==> src/hdl/dsw_pkg.sv <==
// ----------------------------------------------------------------------------
// dsw_pkg
// Shared types, constants and calendar helpers for the date span and weekday
// unit. Years are offsets from 2000; 2000 is a leap year, 2100 is not.
// ----------------------------------------------------------------------------
package dsw_pkg;

  localparam int YEAR_W  = 7;
  localparam int MONTH_W = 4;
  localparam int DAY_W   = 5;
  localparam int ORD_W   = 16;
  localparam int WDAY_W  = 3;
  localparam int MBASE_W = 9;

  localparam int YEAR_SPAN_DEFAULT = 102;

  // Year offset of 2100, the only non-leap year divisible by four in range
  localparam logic [YEAR_W-1:0] CENTURY_NONLEAP = 7'd100;

  // Day number of Monday 2001-01-01, counted from 2000-01-01
  localparam logic [ORD_W-1:0] MONDAY_ORDINAL = 16'd366;

  localparam logic [ORD_W-1:0] DAYS_PER_YEAR = 16'd365;

  localparam logic [MONTH_W-1:0] MONTH_JAN = 4'd1;
  localparam logic [MONTH_W-1:0] MONTH_FEB = 4'd2;
  localparam logic [MONTH_W-1:0] MONTH_DEC = 4'd12;

  localparam logic [WDAY_W-1:0] WDAY_NONE = 3'd0;

  typedef struct packed {
    logic              invalid;
    logic [ORD_W-1:0]  ordinal;
    logic [WDAY_W-1:0] weekday;
  } date_info_t;

  // Length of a month; 0 for a month code outside 1..12
  function automatic logic [DAY_W-1:0] month_length(input logic [MONTH_W-1:0] month,
                                                    input logic leap);
    logic [DAY_W-1:0] len;
    case (month)
      4'd1, 4'd3, 4'd5, 4'd7, 4'd8, 4'd10, 4'd12: len = 5'd31;
      4'd4, 4'd6, 4'd9, 4'd11:                     len = 5'd30;
      4'd2:                                        len = leap ? 5'd29 : 5'd28;
      default:                                     len = 5'd0;
    endcase
    return len;
  endfunction

  // Days in the year before the first of the month
  function automatic logic [MBASE_W-1:0] days_before_month(input logic [MONTH_W-1:0] month,
                                                          input logic leap);
    logic [MBASE_W-1:0] base;
    case (month)
      4'd1:    base = 9'd0;
      4'd2:    base = 9'd31;
      4'd3:    base = 9'd59;
      4'd4:    base = 9'd90;
      4'd5:    base = 9'd120;
      4'd6:    base = 9'd151;
      4'd7:    base = 9'd181;
      4'd8:    base = 9'd212;
      4'd9:    base = 9'd243;
      4'd10:   base = 9'd273;
      4'd11:   base = 9'd304;
      4'd12:   base = 9'd334;
      default: base = 9'd0;
    endcase
    if (leap && (month > MONTH_FEB)) begin
      base = base + 9'd1;
    end
    return base;
  endfunction

  // Remainder by 7: 8 = 1 mod 7, so fold the octal digits until small
  function automatic logic [2:0] mod7(input logic [ORD_W-1:0] x);
    logic [5:0] s1;
    logic [3:0] s2;
    logic [3:0] s3;
    logic [2:0] r;
    s1 = 6'(x[15]) + 6'(x[14:12]) + 6'(x[11:9]) + 6'(x[8:6]) + 6'(x[5:3]) + 6'(x[2:0]);
    s2 = 4'(s1[5:3]) + 4'(s1[2:0]);
    s3 = 4'(s2[3]) + 4'(s2[2:0]);
    r  = (s3[2:0] == 3'd7) ? 3'd0 : s3[2:0];
    return r;
  endfunction

  // Weekday 1 (Monday) .. 7 from the day number remainder; 366 = 2 mod 7
  function automatic logic [WDAY_W-1:0] weekday_from_rem(input logic [2:0] rem);
    logic [WDAY_W-1:0] wd;
    case (rem)
      3'd2:    wd = 3'd1;
      3'd3:    wd = 3'd2;
      3'd4:    wd = 3'd3;
      3'd5:    wd = 3'd4;
      3'd6:    wd = 3'd5;
      3'd0:    wd = 3'd6;
      3'd1:    wd = 3'd7;
      default: wd = WDAY_NONE;
    endcase
    return wd;
  endfunction

endpackage

==> src/hdl/dsw_date_eval.sv <==
// ----------------------------------------------------------------------------
// dsw_date_eval
// Checks one date and gives its day number from 2000-01-01 and its weekday.
// Purely combinational; sits between the input and result registers.
// ----------------------------------------------------------------------------
module dsw_date_eval #(
  parameter int YEAR_SPAN = dsw_pkg::YEAR_SPAN_DEFAULT
) (
  input  logic [dsw_pkg::YEAR_W-1:0]  year,
  input  logic [dsw_pkg::MONTH_W-1:0] month,
  input  logic [dsw_pkg::DAY_W-1:0]   day,
  output dsw_pkg::date_info_t         info
);

  logic                          leap;
  logic [dsw_pkg::DAY_W-1:0]     mlen;
  logic                          ok;
  logic                          past_2100;
  logic [5:0]                    leaps_before;
  logic [dsw_pkg::MBASE_W-1:0]   month_base;
  logic [dsw_pkg::ORD_W-1:0]     year_base;
  logic [dsw_pkg::ORD_W-1:0]     ordinal;

  assign leap = (year[1:0] == 2'b00) && (year != dsw_pkg::CENTURY_NONLEAP);
  assign mlen = dsw_pkg::month_length(month, leap);

  assign ok = ({1'b0, year} < 8'(YEAR_SPAN))
           && (month >= dsw_pkg::MONTH_JAN) && (month <= dsw_pkg::MONTH_DEC)
           && (day != '0) && (day <= mlen);

  // Leap years in [2000, 2000 + year): every fourth one, less 2100
  assign past_2100    = (year > dsw_pkg::CENTURY_NONLEAP);
  assign leaps_before = 6'((8'(year) + 8'd3) >> 2) - 6'(past_2100);
  assign month_base   = dsw_pkg::days_before_month(month, leap);
  assign year_base    = 16'(year) * dsw_pkg::DAYS_PER_YEAR;

  always_comb begin
    ordinal = '0;
    if (ok) begin
      ordinal = year_base + 16'(leaps_before) + 16'(month_base) + 16'(day) - 16'd1;
    end
  end

  assign info.invalid = !ok;
  assign info.ordinal = ordinal;
  assign info.weekday = (ok && (ordinal >= dsw_pkg::MONDAY_ORDINAL))
                      ? dsw_pkg::weekday_from_rem(dsw_pkg::mod7(ordinal))
                      : dsw_pkg::WDAY_NONE;

endmodule

==> src/hdl/date_span_and_weekday.sv <==
// Path: an input transfer loads the input register, then the result register
//   with the date arithmetic between them.
// Throughput: one item per cycle; the input register refills whenever the
//   result register is empty or its result is taken in the same cycle.
// Reset: synchronous, active high; empties both stages, no kept state.
// ----------------------------------------------------------------------------
// date_span_and_weekday
// Validates two dates in 2000 .. 2000+YEAR_SPAN-1, gives the start-to-end day
// count, an end-before-start flag and the weekday of each date from 2001 on.
// ----------------------------------------------------------------------------
module date_span_and_weekday #(
  parameter int YEAR_SPAN = dsw_pkg::YEAR_SPAN_DEFAULT
) (
  input  logic                        clk,
  input  logic                        rst,
  input  logic                        in_valid,
  output logic                        in_ready,
  input  logic [dsw_pkg::YEAR_W-1:0]  start_year,
  input  logic [dsw_pkg::MONTH_W-1:0] start_month,
  input  logic [dsw_pkg::DAY_W-1:0]   start_day,
  input  logic [dsw_pkg::YEAR_W-1:0]  end_year,
  input  logic [dsw_pkg::MONTH_W-1:0] end_month,
  input  logic [dsw_pkg::DAY_W-1:0]   end_day,
  output logic                        out_valid,
  input  logic                        out_ready,
  output logic                        start_invalid,
  output logic                        end_invalid,
  output logic                        reversed,
  output logic [dsw_pkg::ORD_W-1:0]   day_difference,
  output logic [dsw_pkg::WDAY_W-1:0]  start_weekday,
  output logic [dsw_pkg::WDAY_W-1:0]  end_weekday
);

  // Input register
  logic                        s0_valid;
  logic [dsw_pkg::YEAR_W-1:0]  s0_start_year;
  logic [dsw_pkg::MONTH_W-1:0] s0_start_month;
  logic [dsw_pkg::DAY_W-1:0]   s0_start_day;
  logic [dsw_pkg::YEAR_W-1:0]  s0_end_year;
  logic [dsw_pkg::MONTH_W-1:0] s0_end_month;
  logic [dsw_pkg::DAY_W-1:0]   s0_end_day;

  logic                        s0_advance;
  dsw_pkg::date_info_t         start_info;
  dsw_pkg::date_info_t         end_info;
  logic                        both_ok;
  logic                        rev_next;
  logic [dsw_pkg::ORD_W-1:0]   span_next;

  assign s0_advance = s0_valid && (!out_valid || out_ready);
  assign in_ready   = !s0_valid || s0_advance;

  always_ff @(posedge clk) begin
    if (rst) begin
      s0_valid <= 1'b0;
    end else if (in_ready) begin
      s0_valid <= in_valid;
    end
  end

  always_ff @(posedge clk) begin
    if (in_valid && in_ready) begin
      s0_start_year  <= start_year;
      s0_start_month <= start_month;
      s0_start_day   <= start_day;
      s0_end_year    <= end_year;
      s0_end_month   <= end_month;
      s0_end_day     <= end_day;
    end
  end

  dsw_date_eval #(
    .YEAR_SPAN (YEAR_SPAN)
  ) u_start_eval (
    .year  (s0_start_year),
    .month (s0_start_month),
    .day   (s0_start_day),
    .info  (start_info)
  );

  dsw_date_eval #(
    .YEAR_SPAN (YEAR_SPAN)
  ) u_end_eval (
    .year  (s0_end_year),
    .month (s0_end_month),
    .day   (s0_end_day),
    .info  (end_info)
  );

  assign both_ok   = !start_info.invalid && !end_info.invalid;
  assign rev_next  = both_ok && (end_info.ordinal < start_info.ordinal);
  assign span_next = (both_ok && !rev_next) ? (end_info.ordinal - start_info.ordinal) : '0;

  // Result register: load on advance, drop valid once the result transfers
  always_ff @(posedge clk) begin
    if (rst) begin
      out_valid <= 1'b0;
    end else if (s0_advance) begin
      out_valid <= 1'b1;
    end else if (out_ready) begin
      out_valid <= 1'b0;
    end
  end

  always_ff @(posedge clk) begin
    if (s0_advance) begin
      start_invalid  <= start_info.invalid;
      end_invalid    <= end_info.invalid;
      reversed       <= rev_next;
      day_difference <= span_next;
      start_weekday  <= start_info.weekday;
      end_weekday    <= end_info.weekday;
    end
  end

endmodule

==> config.mk <==
export PLATFORM = sky130hd
export DESIGN_NAME = date_span_and_weekday
export DESIGN_NICKNAME = d
export VERILOG_FILES = /design/src/hdl/dsw_pkg.sv /design/src/hdl/dsw_date_eval.sv /design/src/hdl/date_span_and_weekday.sv
export SDC_FILE = /design/constraint.sdc
export NUM_CORES = 1
export LEC_CHECK = 0
export ABC_AREA = 0
export BUFFER_PORTS_ARGS = -buffer_cell sky130_fd_sc_hd__buf_2
export CORE_ASPECT_RATIO = 1.5
export CORE_UTILIZATION = 69
export DETAILED_ROUTE_END_ITERATION = 10
export PLACE_DENSITY = 0.89
export REMOVE_ABC_BUFFERS = 1
export SLEW_MARGIN = 20
export SYNTH_ARGS = -nofsm -noshare
export SYNTH_HDL_FRONTEND = slang
export SYNTH_SLANG_ARGS = --single-unit
==> constraint.sdc <==
create_clock -name clk -period 27.5 [get_ports clk]
set_input_delay 5.5 -clock clk [delete_from_list [all_inputs] [get_ports clk]]
set_output_delay 5.5 -clock clk [all_outputs]
set_load 0.01 [all_outputs]
# After elaboration in Yosys (flattened, before gate mapping)
# Memory sizes are Yosys's and may differ from the RTL's. A register that Yosys moved wholly into a read port is not among the register bits.
# Index checks and enable logic that the tools add are counted.
# Widths: inputs -> output; s select.
# totals
register_bits,59
mem_bits_ro,288
in_bits,36
output_inout_bits,27
memories,2
# op_classes
n_addsub,29
n_mul,2
magnitude_cmp,15
eq_ne,40
muxes,16
n_reduce_logical,37
# mem_list
name,depth,word_bits,read_ports,rd_ports_with_merged_regs,write_ports,line,text
(no name shown),16,9,1,1,0,dsw_pkg.sv:54,case (month)
(no name shown),16,9,1,1,0,dsw_pkg.sv:54,
# ops
cell,n
$add 6x3->6,8
$pmux 3 s7,2
$eq 4x4->1 const B,10
$add 16x5->16,2
$add 16x6->16,2
$add 16x9->16,2
$eq 4x3->1 const B,8
$ge 16x9->1 const B,2
$mul 7x9->16 const B,2
$mux 16,2
$sub 16x1->16 const B,2
$pmux 5 s3,2
$eq 3x3->1 const B,8
$logic_and 1x1->1,19
$add 9x1->9 const B,2
$mux 9,2
$add 7x2->8 const B,2
$eq 4x2->1 const B,4
$lt 16x16->1,1
$sub 16x16->16,1
$gt 7x7->1 const B,2
$lt 7x7->1 const B,2
$ne 7x7->1 const B,2
$reduce_or 7->1,2
21 further kinds,48

# Logic depth before layout (Yosys ltp)
# logic_depth
depth_word,19
ltp_mapped,49
mapped_depth_nobuf,49

# Modules after synthesis
# A second synthesis with hierarchy kept.
# unflattened
cells_unflattened,1086
hier_area_um2,10301.1
# modules_own_cells
mod,n_inst,cells_each,area_each_um2
dsw_date_eval (u_start_eval),1,451,3857.4
dsw_date_eval (u_end_eval),1,429,3729.8
date_span_and_weekday,1,206,2713.9

# Worst setup path before layout
# OpenSTA, ideal clock, no wires.
# synth_path
path_kind,input-to-output
from,input out_ready
to,output in_ready
t_arrival_ns,5.819
setup_slack_ns,16.181
path_stages,2
path_buffers,0
path_cell_list,nor2b_1 > nand2_1
# synth_between
elab_chain_len,3
# synth_rtl
element,line,text
from (decl),date_span_and_weekday.sv:25,"input logic out_ready,"
$logic_or 1x1->1,date_span_and_weekday.sv:50,assign s0_advance = s0_valid && (!out_valid || out_ready);
$logic_and 1x1->1,date_span_and_weekday.sv:50,
$logic_or 1x1->1,date_span_and_weekday.sv:51,assign in_ready = !s0_valid || s0_advance;
to (decl),date_span_and_weekday.sv:17,"output logic in_ready,"
# Every way passes these cells.

# Worst setup path in the final report
# layout_path
from,register s0_start_year[3] in the netlist's numbering
to,"register start_weekday[1] in the netlist's numbering, data pin"
# layout_between
elab_chain_len,19
word_cells_on_any_way,40
# layout_rtl
element,line,text
from (decl),date_span_and_weekday.sv:36,logic [dsw_pkg::YEAR_W-1:0] s0_start_year;
from (signal assigned),date_span_and_weekday.sv:63,s0_start_year <= start_year;
"parallel branches: the longest is 19 deep, another holds $mul 7x9->16",n/a,
to (signal assigned),date_span_and_weekday.sv:111,start_weekday <= start_info.weekday;
to (decl),date_span_and_weekday.sv:30,"output logic [dsw_pkg::WDAY_W-1:0] start_weekday,"
# Parallel ways; which one is timed is not known.
# A chain may end at the register's enable or synchronous reset.

==> results.sh <==
export IMPL_outcome="finished, final reports clean"
export IMPL_drc=0
export IMPL_wl_per_cell_um=16.7
export IMPL_synth_compound_area_share_pct=11.4
export IMPL_synth_adder_area_share_pct=40.5
export IMPL_h_tree_depth=3
export IMPL_yosys_register_bits=77
export IMPL_ys_top_cells_by_area="ha_1 (22%), fa_1 (18%), edfxtp_1 (16%)"
export IMPL_relSlewSlack_pct=43.0
export IMPL_vias_per_cell=5.95
export IMPL_worst_ep_arrival_time_ns=12.02
export IMPL_synth_top_family_by_area="adder cells"
export IMPL_ys_top_cells_by_count="inv_1 (211), ha_1 (192), fa_1 (99)"
export IMPL_critical_path_required_ns=27.61
export IMPL_route_vias_total=8359
export IMPL_dpl_hpwl_mm=18.8
export IMPL_syn_avg_cell_area_sq_um=9.51
export IMPL_r2r_start="s0_start_year[3]"
export IMPL_die_area_sq_um=16300
export IMPL_numClockSinks=77
export IMPL_synthMuxAreaShare_pct=2.51
export IMPL_ioPinCount=63
export IMPL_max_stage_delay_ns=0.58
export IMPL_grt_pass1_wl_mm=38.7
export IMPL_core_area_sq_um=15200
export IMPL_worstMarginPinSlew_ns=0.831
export IMPL_drtPass1Iterations=7
export IMPL_reg2regPathDepth=46
export IMPL_area_growth_pct=7.35
export IMPL_critPathSlowestCell="fa_1"
export IMPL_synth_most_common_cell="inv_1"
export IMPL_wl_mm=23.5
export IMPL_rows=55
export IMPL_antenna_cells=0
export IMPL_layout_drive_gt1_share_pct=8.87
export IMPL_yosysSeqAreaShare_pct=19.4
export IMPL_maxCapViolations=0
export IMPL_clkTransAtPathRegs_ns=0.07
export IMPL_die_x_um=104
export IMPL_crit_start="s0_start_year[3]"
export IMPL_post_cts_buffers=0
export IMPL_critPathCaptureType="register"
export IMPL_fmax_mhz=84.0
export IMPL_ys_types=61
export IMPL_syn_inst=1143
export IMPL_rsz0062_at_grt="no"
export IMPL_grt_use_total_pct=30.2
export IMPL_path_max_fanout=6
export IMPL_synth_area_sq_um=10900
export IMPL_hold_buffers=0
export IMPL_synth_top_area_share_pct=22.1
export IMPL_first_iter_violations=429
export IMPL_holdPathStages=2
export IMPL_ant_nets=0
export IMPL_yosys_area_share_simple_pct=10.9
export IMPL_hold_viol=0
export IMPL_start_util_pct=71.5
export IMPL_clk_insertion_delay_late_ns=0.35
export IMPL_die_height_um=156
export IMPL_grt_pass1_vias=8681
export IMPL_hp_class="reg2reg"
export IMPL_nNetsFinal=1528
export IMPL_skew_ns=0.0114
export IMPL_r2r_end="start_weekday[1]"
export IMPL_clockBufferDepth=2
export IMPL_min_period_ns=11.90
export IMPL_cts_resized=0
export IMPL_synth_edff_count=57
export IMPL_cts_root_buf="clkbuf_16"
export IMPL_routabilityCongestion=0.900
export IMPL_path_class="reg2reg"
export IMPL_endpoint="start_weekday[1]"
export IMPL_synthFlopType="edfxtp_1"
export IMPL_yosys_area_top_type="ha_1"
export IMPL_grt_ovfl_total=0
export IMPL_setup_violations=0
export IMPL_synth_xor_area_share_pct=7.17
export IMPL_startpoint_type="register"
export IMPL_cts_buffers=9
export IMPL_cts_tree="done"
export IMPL_period_share_pct=43.3
export IMPL_antenna_found_initial=0
export IMPL_rrSetupSlack_ns=15.60
export IMPL_tns_ns=0
export IMPL_maxSlewViolCount=0
export IMPL_async_reset_ff_share_pct=0
export IMPL_yosysWarnings=0
export IMPL_port_buffers=62
export IMPL_grt_max_degree=33
-- worst max-delay path: cells and delay by family (launching register included) --
kind,cells,cell delay [ns]
muxes,1,0.25
DFF,1,0.54
adders and majority gates,16,6.01
and+or+nand+nor,9,1.61
AOI/OAI and AO/OA,7,1.30
xor gates and xnor gates,6,1.39
buffers and inverters,7,0.57
-- metrics by stage --
step	hold slack, ns	cells	setup slack, ns	area, sq um	utilization [%]
4_1_cts	0.514	1405	15.65	11700	76.7
3_5_place_dp	0.503	1389	15.76	11400	74.7
2_1_floorplan	0.478	1125	16.18	10800	-
3_3_place_gp	0.500	1389	15.94	11400	74.7
6_report	0.517	1405	15.60	11700	76.7
5_1_grt	0.548	1405	14.96	11700	76.7
-- area by class of cell --
cell class	instances	area, sq um
timing repair buffer	65	333
multi-input combinational	837	7890
clock buffer	11	254
clock inverter	5	42.5
sequential	77	2110
tap	199	249
fill	984	3540
inverter	211	792
-- logic make-up after synthesis --
logic type,Yosys count
compound gates,186
xor+xnor,89
fa+ha+maj,293
buf+inv,229
flops,77
mux,26
simple gates,243
-- worst min-delay path by stage --
stage                   from         to  slack [ns]
floorplan           s0_valid  out_valid        0.48
global placement    s0_valid  out_valid        0.50
detailed placement  s0_valid  out_valid        0.50
CTS                 s0_valid  out_valid        0.51
global route        s0_valid  out_valid        0.55
finish              s0_valid  out_valid        0.52
-- cells in the final DEF, fill, tap and decap left out, types with 6 or more instances in the layout --
cell         n
inv_1      211
ha_1       192
fa_1        99
nor2_1      69
nand2_1     65
buf_2       62
xnor2_1     58
edfxtp_1    57
o21ai_0     49
a21oi_1     34
xor2_1      31
dfxtp_1     20
a21o_1      18
a211oi_1    16
mux2i_1     15
nor2b_1     13
nor3_1      13
and3_1      12
nand3_1     11
mux2_2      10
clkbuf_16   10
or2_2        9
nand4_1      9
o21a_1       9
nand2b_1     9
o211ai_1     8
or3_1        7
o21bai_1     6
-- layer usage --
layer  GRT usage (%)  routed length (um)
met2            56.8               12400
met4            20.3                1390
met3            3.84                1040
met1            30.9                8650
met5               0                   0
Power is left out: the tool's default activity adds up to more than one toggle a clock period on the data nets, which glitch-free logic cannot reach.
